[src/sv/number_to_led_digit_frames_defines.svh]
// Assertion macros shared by the RTL files.
// Both macros compile to nothing when SYNTH is defined.
`ifndef NUMBER_TO_LED_DIGIT_FRAMES_DEFINES_SVH
`define NUMBER_TO_LED_DIGIT_FRAMES_DEFINES_SVH

`ifndef SYNTH
// prop must hold at every clock edge outside reset
`define NLD_ASSERT(lbl, clk, rst_n, prop) \
    lbl: assert property (@(posedge clk) disable iff (!(rst_n)) (prop)) \
        else $error("nld assertion failed");
// expr must never be true outside reset
`define NLD_ASSERT_NEVER(lbl, clk, rst_n, expr) \
    lbl: assert property (@(posedge clk) disable iff (!(rst_n)) !(expr)) \
        else $error("nld forbidden condition seen");
`else
`define NLD_ASSERT(lbl, clk, rst_n, prop)
`define NLD_ASSERT_NEVER(lbl, clk, rst_n, expr)
`endif

`endif

[src/sv/nld_pkg.sv]
`timescale 1ns / 1ps
`default_nettype none

package nld_pkg;

    localparam int MAX_DIGITS = 4;
    localparam int ADDR_SLOTS = 4;
    localparam int DIGIT_CAP  = (MAX_DIGITS < ADDR_SLOTS) ? MAX_DIGITS : ADDR_SLOTS;
    localparam int IDX_W      = $clog2(ADDR_SLOTS);
    localparam int CNT_W      = 3;
    localparam int MAG_W      = 14;   // holds 9999
    localparam int FRAC_W     = 28;   // 2^28 > 10^8 keeps every digit exact
    localparam int RECIP_W    = 25;
    localparam int QDEPTH     = 2;

    localparam logic [7:0] DOT_BIT = 8'h80;

    // configuration register indexes
    localparam logic [2:0] CFG_DIGIT_COUNT  = 3'd0;
    localparam logic [2:0] CFG_DIGIT_ADDR_0 = 3'd1;
    localparam logic [2:0] CFG_DIGIT_ADDR_1 = 3'd2;
    localparam logic [2:0] CFG_DIGIT_ADDR_2 = 3'd3;
    localparam logic [2:0] CFG_DIGIT_ADDR_3 = 3'd4;

    typedef struct packed {
        logic [15:0] magnitude;
        logic [2:0]  dot_index;
    } t_in_item;

    typedef struct packed {
        logic [15:0] frame;
        logic [7:0]  digit_data;
        logic        last_frame;
    } t_out_item;

    // work item handed from the front to the back end
    typedef struct packed {
        logic [FRAC_W-1:0] frac;    // magnitude / 10^n as a binary fraction
        logic [CNT_W-1:0]  n;
        logic [2:0]        dot;
        logic              dot_ok;  // dot lands before the last digit
    } t_work;

    typedef logic [ADDR_SLOTS-1:0][7:0] t_addr_arr;

    function automatic logic [CNT_W-1:0] eff_count(input logic [CNT_W-1:0] c);
        logic [CNT_W-1:0] n;
        n = c;
        if (n == '0)
            n = CNT_W'(1);
        if (n > CNT_W'(DIGIT_CAP))
            n = CNT_W'(DIGIT_CAP);
        return n;
    endfunction

    // largest value n digits can show
    function automatic logic [MAG_W-1:0] sat_limit(input logic [CNT_W-1:0] n);
        logic [MAG_W-1:0] v;
        case (n)
            CNT_W'(1): v = MAG_W'(9);
            CNT_W'(2): v = MAG_W'(99);
            CNT_W'(3): v = MAG_W'(999);
            default:   v = MAG_W'(9999);
        endcase
        return v;
    endfunction

    // ceil(2^FRAC_W / 10^n)
    function automatic logic [RECIP_W-1:0] recip(input logic [CNT_W-1:0] n);
        logic [RECIP_W-1:0] v;
        case (n)
            CNT_W'(1): v = RECIP_W'(26843546);
            CNT_W'(2): v = RECIP_W'(2684355);
            CNT_W'(3): v = RECIP_W'(268436);
            default:   v = RECIP_W'(26844);
        endcase
        return v;
    endfunction

endpackage

`default_nettype wire

[src/sv/nld_front.sv]
`timescale 1ns / 1ps
`default_nettype none

module nld_front (
    input  wire logic              i_clk,
    input  wire logic              i_rst_n,
    input  wire logic              i_valid,
    input  wire nld_pkg::t_in_item i_data,
    output logic                   o_stall,
    input  wire logic [2:0]        i_digit_count,
    output logic                   o_push,
    output nld_pkg::t_work         o_work,
    input  wire logic              i_full
);
    import nld_pkg::*;

    logic               r_valid;
    logic [MAG_W-1:0]   r_mag;
    logic [CNT_W-1:0]   r_n;
    logic [2:0]         r_dot;
    logic               r_dot_ok;

    logic [CNT_W-1:0]   s_n;
    logic [MAG_W-1:0]   s_lim;
    logic [MAG_W-1:0]   n_mag;
    logic               n_dot_ok;
    logic               s_load_ok;
    logic [MAG_W+RECIP_W-1:0] s_prod;

    assign s_n   = eff_count(i_digit_count);
    assign s_lim = sat_limit(s_n);

    always_comb begin
        if (i_data.magnitude > {{(16-MAG_W){1'b0}}, s_lim})
            n_mag = s_lim;
        else
            n_mag = i_data.magnitude[MAG_W-1:0];
        n_dot_ok = ({1'b0, i_data.dot_index} + 4'd1) < {1'b0, s_n};
    end

    assign s_load_ok = !r_valid || !i_full;
    assign o_stall   = !s_load_ok;

    always_ff @(posedge i_clk) begin
        if (!i_rst_n) begin
            r_valid <= 1'b0;
        end else if (s_load_ok) begin
            r_valid <= i_valid;
        end
        if (s_load_ok && i_valid) begin
            r_mag    <= n_mag;
            r_n      <= s_n;
            r_dot    <= i_data.dot_index;
            r_dot_ok <= n_dot_ok;
        end
    end

    // fraction = mag / 10^n, scaled by 2^FRAC_W; stays below 2^FRAC_W
    assign s_prod = {{RECIP_W{1'b0}}, r_mag} * {{MAG_W{1'b0}}, recip(r_n)};

    assign o_push        = r_valid && !i_full;
    assign o_work.frac   = s_prod[FRAC_W-1:0];
    assign o_work.n      = r_n;
    assign o_work.dot    = r_dot;
    assign o_work.dot_ok = r_dot_ok;

endmodule

`default_nettype wire

[src/sv/nld_fifo.sv]
`timescale 1ns / 1ps
`default_nettype none
`include "number_to_led_digit_frames_defines.svh"

module nld_fifo (
    input  wire logic           i_clk,
    input  wire logic           i_rst_n,
    input  wire logic           i_push,
    input  wire nld_pkg::t_work i_data,
    output logic                o_full,
    input  wire logic           i_pop,
    output nld_pkg::t_work      o_data,
    output logic                o_empty
);
    import nld_pkg::*;

    localparam int PTR_W = (QDEPTH > 1) ? $clog2(QDEPTH) : 1;
    localparam int CQ_W  = $clog2(QDEPTH + 1);

    t_work              r_mem [QDEPTH];
    logic [PTR_W-1:0]   r_wr_ptr;
    logic [PTR_W-1:0]   r_rd_ptr;
    logic [CQ_W-1:0]    r_count;

    function automatic logic [PTR_W-1:0] ptr_inc(input logic [PTR_W-1:0] p);
        logic [PTR_W-1:0] q;
        q = (p == PTR_W'(QDEPTH - 1)) ? '0 : p + PTR_W'(1);
        return q;
    endfunction

    assign o_full  = (r_count == CQ_W'(QDEPTH));
    assign o_empty = (r_count == '0);
    assign o_data  = r_mem[r_rd_ptr];

    always_ff @(posedge i_clk) begin
        if (!i_rst_n) begin
            r_wr_ptr <= '0;
            r_rd_ptr <= '0;
            r_count  <= '0;
        end else begin
            if (i_push)
                r_wr_ptr <= ptr_inc(r_wr_ptr);
            if (i_pop)
                r_rd_ptr <= ptr_inc(r_rd_ptr);
            if (i_push && !i_pop)
                r_count <= r_count + CQ_W'(1);
            else if (i_pop && !i_push)
                r_count <= r_count - CQ_W'(1);
        end
        if (i_push)
            r_mem[r_wr_ptr] <= i_data;
    end

    `NLD_ASSERT_NEVER(a_fifo_overflow, i_clk, i_rst_n, i_push && o_full)
    `NLD_ASSERT_NEVER(a_fifo_underflow, i_clk, i_rst_n, i_pop && o_empty)
    `NLD_ASSERT(a_fifo_count, i_clk, i_rst_n, r_count <= CQ_W'(QDEPTH))

endmodule

`default_nettype wire

[src/sv/nld_back.sv]
`timescale 1ns / 1ps
`default_nettype none
`include "number_to_led_digit_frames_defines.svh"

module nld_back (
    input  wire logic               i_clk,
    input  wire logic               i_rst_n,
    input  wire logic               i_q_empty,
    input  wire nld_pkg::t_work     i_q_data,
    output logic                    o_pop,
    input  wire nld_pkg::t_addr_arr i_addr,
    output logic                    o_out_valid,
    output nld_pkg::t_out_item      o_out_data,
    input  wire logic               i_out_stall
);
    import nld_pkg::*;

    logic               r_busy;
    logic [FRAC_W-1:0]  r_frac;
    logic [IDX_W-1:0]   r_idx;
    logic [CNT_W-1:0]   r_n;
    logic [2:0]         r_dot;
    logic               r_dot_ok;
    logic               r_had;
    logic               r_o_valid;
    t_out_item          r_o_data;

    logic               s_free;
    logic               s_adv;
    logic               s_last;
    logic               s_load;
    logic [FRAC_W+3:0]  s_t;
    logic [3:0]         s_digit;
    logic               s_at_dot;
    logic [7:0]         n_data;
    logic [7:0]         s_addr;

    assign s_free = !r_o_valid || !i_out_stall;
    assign s_adv  = r_busy && s_free;
    assign s_last = ({1'b0, r_idx} + CNT_W'(1)) == r_n;
    assign s_load = !i_q_empty && (!r_busy || (s_adv && s_last));
    assign o_pop  = s_load;

    // next decimal digit: integer part of frac * 10
    assign s_t      = ({4'b0, r_frac} << 3) + ({4'b0, r_frac} << 1);
    assign s_digit  = s_t[FRAC_W+3:FRAC_W];
    assign s_at_dot = (r_dot == {1'b0, r_idx});
    assign s_addr   = i_addr[r_idx];

    always_comb begin
        if (s_digit == 4'd0 && !s_at_dot && !r_had)
            n_data = 8'd0;   // leading zero blanked
        else
            n_data = {4'b0, s_digit} | ((s_at_dot && r_dot_ok) ? DOT_BIT : 8'd0);
    end

    always_ff @(posedge i_clk) begin
        if (!i_rst_n) begin
            r_busy    <= 1'b0;
            r_o_valid <= 1'b0;
        end else begin
            if (s_load)
                r_busy <= 1'b1;
            else if (s_adv && s_last)
                r_busy <= 1'b0;
            if (s_adv)
                r_o_valid <= 1'b1;
            else if (!i_out_stall)
                r_o_valid <= 1'b0;
        end
        if (s_load) begin
            r_frac   <= i_q_data.frac;
            r_n      <= i_q_data.n;
            r_dot    <= i_q_data.dot;
            r_dot_ok <= i_q_data.dot_ok;
            r_idx    <= '0;
            r_had    <= 1'b0;
        end else if (s_adv) begin
            r_frac <= s_t[FRAC_W-1:0];
            r_idx  <= r_idx + IDX_W'(1);
            r_had  <= r_had || (s_digit != 4'd0);
        end
        if (s_adv) begin
            r_o_data.frame      <= {s_addr[6:0], n_data, 1'b0};
            r_o_data.digit_data <= n_data;
            r_o_data.last_frame <= s_last;
        end
    end

    assign o_out_valid = r_o_valid;
    assign o_out_data  = r_o_data;

    `NLD_ASSERT(a_idx_range, i_clk, i_rst_n, r_busy |-> ({1'b0, r_idx} < r_n))
    `NLD_ASSERT(a_done_idle, i_clk, i_rst_n, (s_adv && s_last && !s_load) |=> !r_busy)
    `NLD_ASSERT(a_adv_shows, i_clk, i_rst_n, s_adv |=> r_o_valid)

endmodule

`default_nettype wire

[src/sv/number_to_led_digit_frames.sv]
`timescale 1ns / 1ps
`default_nettype none

// Turns an unsigned number and a dot position into one 16-bit display-driver
// frame per digit, leftmost digit first, last_frame set on the final one.
// The front end takes one transaction per cycle unless it stalls on a full
// queue, clamps the value to all nines, and scales it into a binary fraction
// with one multiply; a two-entry queue sits before the back end, which,
// while the output is not stalled, peels off one decimal digit per cycle
// (multiply by ten) and writes one frame per cycle into the output register.
// digit_count is clamped to 1..4 (0 acts as 1, 5..7 as 4) and is 4 at reset.
// The back-end digit step limits throughput. An item passes the front-end
// register, the queue and the back-end registers before its first frame.
// Configuration writes are taken at any time but must only happen while idle.
module number_to_led_digit_frames (
    input  wire logic               i_clk,
    input  wire logic               i_rst_n,
    input  wire logic               i_in_valid,
    input  wire nld_pkg::t_in_item  i_in_data,
    output logic                    o_in_stall,
    output logic                    o_out_valid,
    output nld_pkg::t_out_item      o_out_data,
    input  wire logic               i_out_stall,
    input  wire logic               i_cfg_we,
    input  wire logic [2:0]         i_cfg_index,
    input  wire logic [7:0]         i_cfg_data
);
    import nld_pkg::*;

    logic [2:0]  r_digit_count;
    t_addr_arr   r_addr;

    logic        s_push;
    t_work       s_work;
    logic        s_full;
    logic        s_pop;
    t_work       s_q_data;
    logic        s_empty;

    always_ff @(posedge i_clk) begin
        if (!i_rst_n) begin
            r_digit_count <= 3'(MAX_DIGITS);
            r_addr[0]     <= 8'd32;
            r_addr[1]     <= 8'd40;
            r_addr[2]     <= 8'd33;
            r_addr[3]     <= 8'd41;
        end else if (i_cfg_we) begin
            case (i_cfg_index)
                CFG_DIGIT_COUNT:  r_digit_count <= i_cfg_data[2:0];
                CFG_DIGIT_ADDR_0: r_addr[0]     <= i_cfg_data;
                CFG_DIGIT_ADDR_1: r_addr[1]     <= i_cfg_data;
                CFG_DIGIT_ADDR_2: r_addr[2]     <= i_cfg_data;
                CFG_DIGIT_ADDR_3: r_addr[3]     <= i_cfg_data;
                default: ;
            endcase
        end
    end

    nld_front u_front (
        .i_clk         (i_clk),
        .i_rst_n       (i_rst_n),
        .i_valid       (i_in_valid),
        .i_data        (i_in_data),
        .o_stall       (o_in_stall),
        .i_digit_count (r_digit_count),
        .o_push        (s_push),
        .o_work        (s_work),
        .i_full        (s_full)
    );

    nld_fifo u_fifo (
        .i_clk   (i_clk),
        .i_rst_n (i_rst_n),
        .i_push  (s_push),
        .i_data  (s_work),
        .o_full  (s_full),
        .i_pop   (s_pop),
        .o_data  (s_q_data),
        .o_empty (s_empty)
    );

    nld_back u_back (
        .i_clk       (i_clk),
        .i_rst_n     (i_rst_n),
        .i_q_empty   (s_empty),
        .i_q_data    (s_q_data),
        .o_pop       (s_pop),
        .i_addr      (r_addr),
        .o_out_valid (o_out_valid),
        .o_out_data  (o_out_data),
        .i_out_stall (i_out_stall)
    );

endmodule

`default_nettype wire
[config.mk]
export PLATFORM = sky130hd
export DESIGN_NAME = number_to_led_digit_frames
export DESIGN_NICKNAME = d
export VERILOG_FILES = /design/src/sv/nld_pkg.sv /design/src/sv/nld_front.sv /design/src/sv/nld_fifo.sv /design/src/sv/nld_back.sv /design/src/sv/number_to_led_digit_frames.sv
export VERILOG_INCLUDE_DIRS = /design/src /design/src/sv
export SDC_FILE = /design/constraint.sdc
export NUM_CORES = 1
export LEC_CHECK = 0
export ABC_AREA = 1
export BUFFER_PORTS_ARGS = -buffer_cell sky130_fd_sc_hd__buf_4
export CAP_MARGIN = 20
export CORE_MARGIN = 3
export CORE_UTILIZATION = 60
export DETAILED_ROUTE_END_ITERATION = 8
export PLACE_DENSITY = 0.83
export SLEW_MARGIN = 20
export SYNTH_ARGS = -nofsm -noshare
export SYNTH_HDL_FRONTEND = slang
export SYNTH_SLANG_ARGS = --single-unit
[constraint.sdc]
create_clock -name i_clk -period 9.3 [get_ports i_clk]
set_clock_uncertainty 0.1 [all_clocks]
set_input_delay 1.395 -clock i_clk [delete_from_list [all_inputs] [get_ports i_clk]]
set_output_delay 1.395 -clock i_clk [all_outputs]
set_load 0.02 [all_outputs]
Word level (Yosys, flattened, before mapping)
Memories as Yosys holds them, arrays and structs flattened. A register that Yosys moved wholly into a read port is not among the register bits.
Cells that the tools add are included.
Widths: inputs -> output; s select.
- $add $sub $neg: 8
- $mul: 1
- divide/modulo/power cells: 0
- $lt $le $gt $ge: 4
- equality and inequality tests: 14
- shift-type cells: 0
- mux-type cells: 23
- bitwise gates (word level): 1
- reduce and logical (&&, ||, !) cells: 38
- operators with widths (cell ; number):
    $pmux 25 s3 ; 1
    $mux 28 ; 2
    $pmux 14 s3 ; 1
    $add 31x29->32 ; 1
    $mul 14x25->28 ; 1
    $eq 3x2->1 const B ; 6
    $bmux 8 s2 ; 1
    $gt 16x14->1 ; 1
    $mux 8 ; 2
    $mux 14 ; 1
    $logic_not 1->1 ; 11
    $logic_and 1x1->1 ; 10
    $mux 1 ; 10
    $reduce_and 2->1 ; 5
    $eq 3x1->1 const B ; 3
    $or 4x8->8 ; 1
    $mux 7 ; 1
    $logic_not 3->1 ; 2
    $mux 3 ; 2
    $reduce_bool 2->1 ; 3
    $add 2x1->2 const B ; 2
    $add 3x1->4 const B ; 1
    $logic_not 4->1 ; 1
    $logic_or 1x1->1 ; 4
    14 further kinds ; 16
- register bits: 125
- bits in latches: 0
- RAM bits: 70
- bits in read-only memories: 0
- bits of input ports: 35
- output and inout port bits: 27
- word-level logic and storage cells: 114
- memories kept: 1
- memories (name ; words ; width ; rd ports ; clocked after Yosys merged registers in ; write ports ; RTL line ; RTL):
    u_fifo.r_mem ; 2 ; 35 ; 1 ; 1 ; 1 ; nld_fifo.sv:20 ; t_work r_mem [QDEPTH];

Logic depth before layout (Yosys ltp)
Gate-level depths: netlist (run 1).
- depth after elaboration: 9
- depth in mapped cells: 30
- gate-level depth less buffers: 29

Cells and area by module
Synthesis (run 1) repeated with hierarchy kept, for this count alone.
- cells, all modules: 1968
- area, all modules: 17207.8 sq um
- by module, submodules not included (module ; times used ; cells an instance ; area each (sq um) ; seq. area each (sq um)):
    nld_front ; 1 ; 1089 ; 8957.3 ; 650.6
    nld_back ; 1 ; 530 ; 3950.0 ; 1521.5
    nld_fifo ; 1 ; 144 ; 2907.8 ; 2202.1
    number_to_led_digit_frames ; 1 ; 205 ; 1392.6 ; 700.7

Worst setup path before layout (run 1)
OpenSTA, ideal clock, no wires.
- path type: register -> register
- start: register u_front.r_n[2]
- end: memory u_fifo.r_mem[0][32] (netlist bit), data pin
- library setup time: 0.263 ns
- arrival time: 6.015 ns
- data required time: 8.937 ns
- path slack: 2.923 ns
- stages on the path, launching flop included: 27
- path buffers: 1
- clock period less this slack: 6.377 ns
- path through: edfxtp_1 nor2_4 nand2_4 nand2_1 clkbuf_1 inv_1 nor2_1 fa_1 fa_1 fa_1 inv_1 fa_1 inv_1 fa_1 inv_1 fa_1 inv_1 ha_1 a21oi_1 o21ai_0 a21oi_1 nand3_1 nand2_1 nand2_1 nand2_1 nand2_1 xor2_1
- RTL lines (what ; RTL line ; RTL):
    from (decl) ; nld_front.sv:19 ; logic [CNT_W-1:0] r_n;
    from (signal assigned) ; nld_front.sv:52 ; r_n <= s_n;
    to (decl) ; nld_fifo.sv:20 ;

==> metrics, run 1 <==
Setup TNS Final=0 ns; Distinct cells, synth=46; share of the synthesized area in the top cell type=25.5%; Rows=59; pre-CTS setup slack=1.98 ns; status=finished, final reports clean; final setup violation count=0; DPL Wire Length=31900 um; Num CTS Buffers=17; #FFs+latches synth=180; Worst Path Required=9.37 ns; CP endpoint=u_fifo.r_mem[0][32]; Global Route Usage Sum=27.6%; Antenna diodes=0; min-delay worst type=register to register; clock sinks=180; max cap viols=0; WL/cell=17.5 um; Reg clk slew, reported paths=0.09 ns; cts hold-fix bufs=0; worst reg2reg path endpoint=u_fifo.r_mem[0][32]; CP Depth=26; Async SR Flop Fraction=0%; Critical Path Sink Type=register; Slew Limit Fails=0; crit path time final=7.47 ns; PortBufs=53; Ports=62; DP Area=17100 um2; Worst Hold Slack=0.359 ns; chip width=171 um; Area contributors post-synth=edfxtp_1 25%, fa_1 22%, ha_1 11%, inv_1 8.7%, nand2_1 8.6%; Vias/cell=5.51; first-pass GRT wire length=63100 um; r2r worst-path depth=26; largest net degree at the start of global routing=37; Setup crit start kind=register; largest area contributor in the netlist=edfxtp_1; r2r setup slk=1.83 ns; post-CTS sizing=0; Post-Syn Area=16400 um2; Skew-Pair Late Insertion Delay=0.44 ns; initial antenna violation count=0; Critical Path Source=u_front.r_n[1]; Worst path max stage delay=0.55 ns; die footprint=29300 um2; gr ovfl total=0; worst-margin pin slew=1.06 ns; RSZ-0062 raised after global routing=false; setup ws final=1.83 ns; Routed Antenna Nets=0; Root Driver=clkbuf_16; CP arrival=7.54 ns; Routed Wire Length=39400 um; Initial Utilization=62.0%; endpoints failing hold=0; CP bufs+invs=6; Synth Instances=1871; layout cells sized above 1=5.61%; finished layout cell area=17700 um2; family with the most delay on the worst path=adder cells; DRC Markers=0; critical path class=register to register; vias=12449; GPL Wtd Cong=0.976; H-tree depth=4; fmax=0.134 GHz; Worst R2R Start=u_front.r_n[1]; NumNets Final=2266; Area Growth Syn to Fin=8.10%; Post CTS Setup Buffer Count=0; final period utilization=80.3%; drt initial violations=1136; number of global-route vias before repair=12508; Synth Warn #=0; CTS tree=built; maximum buffer depth of the clock tree=2; worst-path fanout max=28; Rel. slew slack=29.0%; sequential share of the synthesized area=30.5%; predominant post-synthesis flop cell=edfxtp_1; Synth top cells by count=381 x inv_1, 377 x nand2_1, 202 x nor2_1, 178 x fa_1, 142 x ha_1; number of synthesized flops with an enable pin=139; Pre-antenna DRT Iters=6; count leader, synth=inv_1; CP max stage cell=fa_1; core footprint=26400 um2; syn avg cell area=8.76 um2; chip height=171 um
-- area by class of cell --
cell class	count	area [um2]
clock buffer	17	425
clock inverter	15	221
fill	2063	8700
inverter	385	1450
multi-input combinational	1269	9780
sequential	180	4990
tap	335	419
timing repair buffer	58	443
-- layer usage --
layer | GRT usage (%) | wire length, um | part of all wire (%)
met5 | 0 | 0 | 0
met2 | 46.4 | 19100 | 48
met4 | 11.3 | 1580 | 4.0
met1 | 36.0 | 16400 | 42
met3 | 4.41 | 2370 | 6.0
-- cell families after synthesis --
family	share of synthesized area, %
XOR/XNOR	3.09
multiplexers	0.0610
AO/OA/AOI/OAI	7.50
buffers and inverters	10.1
AND/OR/NAND/NOR	16.2
adder cells (fa/ha/maj)	32.6
flip-flops	30.5
other	0.0229
-- worst reg2reg max path, cell delays in order (launching register included) --
cell and delay (ns):
edfxtp_1 0.42, inv_1 0.16, nor2_4 0.45, nand2_4 0.35, nand2_1 0.20, inv_1 0.18, nor2_1 0.45, fa_1 0.53
fa_1 0.50, fa_1 0.55, inv_1 0.05, fa_1 0.53, inv_1 0.05, fa_1 0.55, inv_1 0.07, fa_1 0.53
inv_1 0.04, ha_1 0.36, a21oi_1 0.26, o21ai_0 0.14, a21oi_1 0.15, nand3_1 0.16, nand2_1 0.09, nand2_1 0.07
nand2_1 0.07, nand2_1 0.06, xor2_1 0.15
-- registers in the layout, indices dropped and copies added, names as in the netlist, 2 cells and up, named ones only --
register and count:
u_fifo.r_mem 70, u_front.r_dot 3, u_back.r_idx 2, u_back.r_dot 3
u_back.o_out_data 13, u_fifo.r_count 2, u_back.r_frac 28, u_back.r_n 3
r_digit_count 3, r_addr 28, u_front.r_n 3, u_front.r_mag 14
-- cells in the final DEF (no fill, tap or decap), types with 3 or more instances in the layout --
cell type and count:
o211ai_1 3, nand4_1 9, nand2_1 377, o21bai_1 7, or2_2 4, nor3_1 11, conb_1 7, nand3_1 48
o31ai_1 5, inv_12 5, a21oi_1 97, xnor2_1 18, o21ai_0 75, nor2_1 200, xor2_1 38, a21boi_0 3
dfxtp_1 41, inv_1 381, clkinv_8 7, a31oi_1 8, edfxtp_1 139, nor2_4 5, buf_4 57, o22ai_1 3
fa_1 178, and2_1 3, ha_1 142, a21o_1 12, clkbuf_16 17
-- stage by stage --
step                      util [%]  std cells
final                         67.1       2259
after global routing          67.1       2259
after CTS                     67.1       2259
after detailed placement      64.6       2227
after global placement        64.6       2226
after floorplan                  -       1877
-- worst min-delay path by stage --
stage                           from                  to  slack, ns  cells after the start
floorplan           u_front.r_dot_ok  u_fifo.r_mem[0][0]       0.32                      0
global placement    u_front.r_dot[1]  u_fifo.r_mem[0][2]       0.33                      0
detailed placement  u_front.r_dot[1]  u_fifo.r_mem[0][2]       0.34                      0
CTS                  u_fifo.r_rd_ptr            register       0.36                      1
global route        u_front.r_dot_ok  u_fifo.r_mem[0][0]       0.37                      0
finish                    r_addr[22]          r_addr[22]       0.36                      2
Power of run 1 is not shown: default switching activity piles up to over one toggle a cycle in this logic, so the estimate is an artifact.
==> run 2: changes to the inputs <==
--- a/config.mk
+++ b/config.mk
@@ -10,7 +10,7 @@
 export BUFFER_PORTS_ARGS = -buffer_cell sky130_fd_sc_hd__buf_4
 export CAP_MARGIN = 20
 export CORE_MARGIN = 3
-export CORE_UTILIZATION = 60
+export CORE_UTILIZATION = 58
 export DETAILED_ROUTE_END_ITERATION = 8
 export PLACE_DENSITY = 0.83
 export SLEW_MARGIN = 20
==> constraint.sdc (replaced) <==
create_clock -name i_clk -period 6.5 [get_ports i_clk]
set_clock_uncertainty 0.1 [all_clocks]
set_input_delay 0.975 -clock i_clk [delete_from_list [all_inputs] [get_ports i_clk]]
set_output_delay 0.975 -clock i_clk [all_outputs]
set_load 0.02 [all_outputs]
==> run 2 against run 1 <==
Die area increased by 3.3%. Highest routed layer unchanged. Largest cell class unchanged. Critical path depth decreased by 1. Fmax increased by 19%.
==> metrics, run 2 (synthesized netlist as in run 1, its figures left out) <==
status=finished, final reports clean; critical path class=register to register; Skew-Pair Late Insertion Delay=0.44 ns (about the same); Top reg by flops=u_fifo.r_mem; Antenna diodes=0 (unchanged); min-delay worst type=register to register; gr ovfl total=0 (unchanged); Worst Hold Slack=0.359 ns (+0.000406 ns); Initial Utilization=59.8% (-2.2 points); core footprint=27400 um2 (+3.7%); Rows=60 (+1.7%); final setup violation count=0 (unchanged); clock sinks=180 (unchanged); NumNets Final=2305 (+1.7%); Area Growth Syn to Fin=11.7%; vias=12873 (+3.4%); Vias/cell=5.51 (about the same); multi-input logic area=9950 um2 (+1.8%); DRC Markers=0 (unchanged); WL/cell=17.3 um (-0.82%); Slew Limit Fails=0 (unchanged); Setup crit start kind=register; layout cells sized above 1=9.53% (+3.9 points); CP arrival=6.39 ns (-1.15 ns); Setup TNS Final=0 ns (unchanged); crit path time final=6.30 ns (-1.17 ns); FILL cells=2111 (+2.3%); final period utilization=97.0% (+17 points); DPL Wire Length=31800 um (-0.44%); register area=4990 um2 (unchanged); endpoints failing hold=0 (unchanged); fin cells=2335 (+3.4%); Rel. slew slack=30.1% (+1.0 points); Critical Path Sink Type=register; max cap viols=0 (unchanged); PortBufs=53 (unchanged); setup ws final=0.198 ns (-1.63 ns); fmax=0.159 GHz (+19%); Reg clk slew, reported paths=0.08 ns (about the same); most frequent cells in the layout=377 x inv_1, 372 x nand2_1, 187 x nor2_1; initial antenna violation count=0 (unchanged); chip width=174 um (+1.7%); Routed Antenna Nets=0 (unchanged); Placed Cells incl. Taps=2291 (+2.9%); Pre-antenna DRT Iters=6 (unchanged); Routed Wire Length=40400 um (+2.5%); first-pass GRT wire length=64900 um (+2.8%); pre-CTS setup slack=0.000546 ns (-1.98 ns); worst-margin pin slew=1.05 ns (-0.0157 ns); largest net degree at the start of global routing=37 (unchanged); maximum buffer depth of the clock tree=2 (unchanged); drt initial violations=1096 (-3.5%); die footprint=30300 um2 (+3.3%); CTS tree=built; registers with the most flip-flops=u_fifo.r_mem (70), r_addr (28), u_back.r_frac (28); RSZ-0062 raised after global routing=true; Root Driver=clkbuf_16; H-tree depth=4 (unchanged); Worst Path Required=6.59 ns (-2.78 ns); max FFs per register=70 (unchanged); Ports=62 (unchanged); chip height=174 um (+1.7%); number of global-route vias before repair=12914 (+3.2%); commonest non-fill, non-tap cell in the layout=inv_1; Num CTS Buffers=17 (unchanged); GPL Wtd Cong=1.02 (+4.9%); Global Route Usage Sum=26.8% (-0.82 points); worst-path fanout max=8 (-71%)
[run 2: repair_timing]
item | 4_1_cts | 5_1_grt
cloned | 0 | 1
resized for setup | 2 | 44
buffers inserted | 2 | 8
endpoints found under the setup margin | 6 | 22
pin swaps | 1 | 17
hold buffers | 0 | 0
[run 2: layout make-up]
| cell class | instances | share of cell area [%] |
|---|---|---|
| Sequential cell | 180 | 27.3 |
| Timing Repair Buffer | 97 | 4.44 |
| Clock inverter | 15 | 1.18 |
| Inverter | 385 | 7.89 |
| Tap cell | 372 | 2.54 |
| Multi-Input combinational cell | 1269 | 54.4 |
| Clock buffer | 17 | 2.32 |
[run 2: per-layer routing]
metal  vias to the layer above  GRT usage, %  wire length, um
met4                         0          9.89             1480
met2                       557          44.8            19800
met1                      6206          35.3            16200
met5                         -             0                0
met3                        99          4.46             2970
li1                       6011             -                -
[run 2: final timing paths]
path	startpoint	end	slack, ns	cells after the start
worst max-delay path	u_front.r_n[2]	u_fifo.r_mem[1][31]	0.20	25
worst min-delay path	u_fifo.r_rd_ptr	register	0.36	1
worst max register to register	u_front.r_n[2]	u_fifo.r_mem[1][31]	0.20	25
worst min register to register	u_fifo.r_rd_ptr	register	0.36	1
[run 2: through the flow]
| step | area (um2) | utilization (%) |
|---|---|---|
| detailed placement | 17400 | 63.4 |
| floorplan | 16400 | - |
| CTS | 18000 | 65.8 |
| global route | 18300 | 66.8 |
| global placement | 17400 | 63.4 |
| finish | 18300 | 66.8 |
[run 2: critical path, cell delays in order (launching register included)]
cell      delay [ns]
edfxtp_1        0.50
nor2_4          0.19
nand2_4         0.09
nand2_4         0.13
inv_2           0.13
nor2_4          0.13
fa_1            0.45
fa_1            0.49
inv_1           0.07
fa_1            0.54
inv_1           0.06
fa_1            0.50
fa_1            0.56
inv_1           0.06
fa_1            0.54
inv_1           0.05
ha_2            0.38
nand2_1         0.10
nor2_2          0.12
inv_1           0.09
nor2_2          0.13
nand4_1         0.09
nand3_1         0.15
a31oi_1         0.12
xnor2_1         0.14
buf_4           0.15
Power of run 2 is left out for the same reason.
==> run 3: changes to the inputs <==
--- a/config.mk
+++ b/config.mk
@@ -9,8 +9,10 @@
 export ABC_AREA = 1
 export BUFFER_PORTS_ARGS = -buffer_cell sky130_fd_sc_hd__buf_4
 export CAP_MARGIN = 20
+export CELL_PAD_IN_SITES_DETAIL_PLACEMENT = 0
+export CELL_PAD_IN_SITES_GLOBAL_PLACEMENT = 2
 export CORE_MARGIN = 3
-export CORE_UTILIZATION = 58
+export CORE_UTILIZATION = 36
 export DETAILED_ROUTE_END_ITERATION = 8
 export PLACE_DENSITY = 0.83
 export SLEW_MARGIN = 20
==> run 3 against run 2 <==
Flip-flop and latch count unchanged. Design area up 3.0%. Fmax grew 0.48%. Worst hold slack got worse by 0.020 ns. Global-route usage fell by 8.9 points. Largest cell class unchanged. Via count down 5.3%. Clock-buffer cell count is 1 higher. Critical path depth is 1 lower. Core utilization down 25 points.
==> metrics, run 3 (synthesized netlist as in run 1, its figures left out) <==
status=finished, final reports clean; GPL Wtd Cong=0.936 (-8.6%); Area Growth Syn to Fin=15.1%; NumNets Final=2347 (+1.8%); final period utilization=96.5% (-0.46 points); min-delay worst type=register to register; final setup violation count=0 (unchanged); core footprint=44600 um2 (+63%); DRC Markers=0 (unchanged); Placed Cells incl. Taps=2554 (+11%); Critical Path Source=u_front.r_n[2]; r2r worst-path depth=24 (-4.0%); worst-path fanout max=5 (-3); WHS Path Cells=0 (-1); Critical Path Sink Type=register; Reg clk slew, reported paths=0.07 ns (about the same); CP arrival=6.43 ns (+0.04 ns); Global Route Usage Sum=17.8% (-8.9 points); Worst Path Required=6.66 ns (+0.07 ns); DPL Wire Length=34700 um (+9.4%); drt initial violations=729 (-33%); layout cells sized above 1=11.5% (+2.0 points); endpoints failing hold=0 (unchanged); Rows=77 (+28%); Slew Limit Fails=0 (unchanged); Skew-Pair Late Insertion Delay=0.45 ns (about the same); gr ovfl total=0 (unchanged); chip width=219 um (+26%); cts hold-fix bufs=0 (unchanged); clock sinks=180 (unchanged); chip height=219 um (+26%); Top reg by flops=u_fifo.r_mem; crit path time final=6.27 ns (-0.0301 ns); first-pass GRT wire length=66300 um (+2.2%); Routed Antenna Nets=0 (unchanged); WL/cell=16.0 um (-7.4%); Hold Path End=u_fifo.r_mem[1][2]; most frequent cells in the layout=379 x inv_1, 373 x nand2_1, 188 x nor2_1; Root Driver=clkbuf_16; Vias/cell=4.69 (-15%); worst reg2reg path endpoint=u_fifo.r_mem[1][28]; hold_sp=u_front.r_dot[1]; Ports=62 (unchanged); vias=12187 (-5.3%); Initial Utilization=36.8% (-23 points); commonest non-fill, non-tap cell in the layout=inv_1; worst-margin pin slew=0.801 ns (-0.245 ns); PortBufs=53 (unchanged); number of global-route vias before repair=12211 (-5.4%); critical path class=register to register; Rel. slew slack=46.5% (+16 points); Antenna diodes=0 (unchanged); registers with the most flip-flops=u_fifo.r_mem (70), r_addr (28), u_back.r_frac (28); Num CTS Buffers=17 (unchanged); H-tree depth=4 (unchanged); die footprint=48100 um2 (+59%); CTS tree=built; r2r setup slk=0.23 ns (+0.03 ns); Worst R2R Start=u_front.r_n[2]; Setup crit start kind=register; max FFs per register=70 (unchanged); largest net degree at the start of global routing=37 (unchanged); initial antenna violation count=0 (unchanged); max cap viols=0 (unchanged); Routed Wire Length=41600 um (+3.0%); fin cells=2597 (+11%); maximum buffer depth of the clock tree=2 (unchanged); Pre-antenna DRT Iters=5 (-1); fmax=0.159 GHz (+0.48%)
run 3: cell types whose count changed in the layout (fill, tap and decap cells not counted), moves of 3 or more:
cell,delta
buf_4,+40
inv_12,-5
a21oi_1,-3
buf_6,+3
clkinv_8,-3
run 3: critical path: stages (launching register included):
cell and delay [ns]:
edfxtp_1 0.49, nor2_4 0.17, nand2_2 0.09, nand2_4 0.14, clkinvlp_4 0.18, buf_12 0.17
nor2_4 0.08, fa_1 0.44, fa_1 0.53, fa_1 0.55, fa_1 0.44, fa_1 0.55
inv_1 0.08, fa_1 0.53, inv_1 0.04, ha_1 0.31, nand2_1 0.08, inv_1 0.07
nand3_1 0.10, nor3_2 0.25, nand4_1 0.16, nand3_2 0.11, buf_4 0.11, buf_4 0.09
xor2_1 0.22
run 3: timing repair:
item	in CTS	in global routing
setup buffers	0	9
endpoints found under the setup margin	6	22
hold endpoints to repair	0	0
pin swaps	0	22
resized for setup	2	57
run 3: cell type report:
class | count | area (um2)
timing repair buffer | 139 | 1120
inverter | 385 | 1450
sequential | 180 | 4990
tap | 592 | 741
clock buffer | 18 | 429
multi-input combinational | 1269 | 10000
clock inverter | 14 | 138
fill | 4484 | 25700
run 3: per-stage QoR:
stage	instance area [um2]	TNS [ns]	hold slack, ns	util [%]	setup WS, ns
finish	18900	0	0.339	42.3	0.228
global route	18900	-0.160	0.354	42.3	-0.0349
global placement	17900	0	0.326	40.2	0.0214
CTS	18500	0	0.342	41.5	0.0627
detailed placement	17900	-0.263	0.337	40.2	-0.0667
floorplan	16400	0	0.321	-	0.123
run 3: per-layer routing:
metal / GRT usage (%) / up-vias / share of wire, %
li1: - / 6099 / -
met1: 24.8 / 5825 / 47
met2: 29.0 / 213 / 47
met3: 2.74 / 50 / 3.6
met4: 4.73 / 0 / 2.2
met5: 0 / - / 0
run 3: how the worst max path moves through the flow:
stage | depth (start not counted) | slack (ns) | to
6_report | 24 | 0.23 | u_fifo.r_mem[1][28]
2_1_floorplan | 26 | 0.12 | u_fifo.r_mem[0][32]
3_5_place_dp | 26 | -0.07 | u_fifo.r_mem[0][32]
4_1_cts | 23 | 0.06 | u_fifo.r_mem[1][30]
3_3_place_gp | 24 | 0.02 | u_fifo.r_mem[0][30]
5_1_grt | 24 | -0.03 | u_fifo.r_mem[1][34]
Power of run 3 is left out for the same reason.
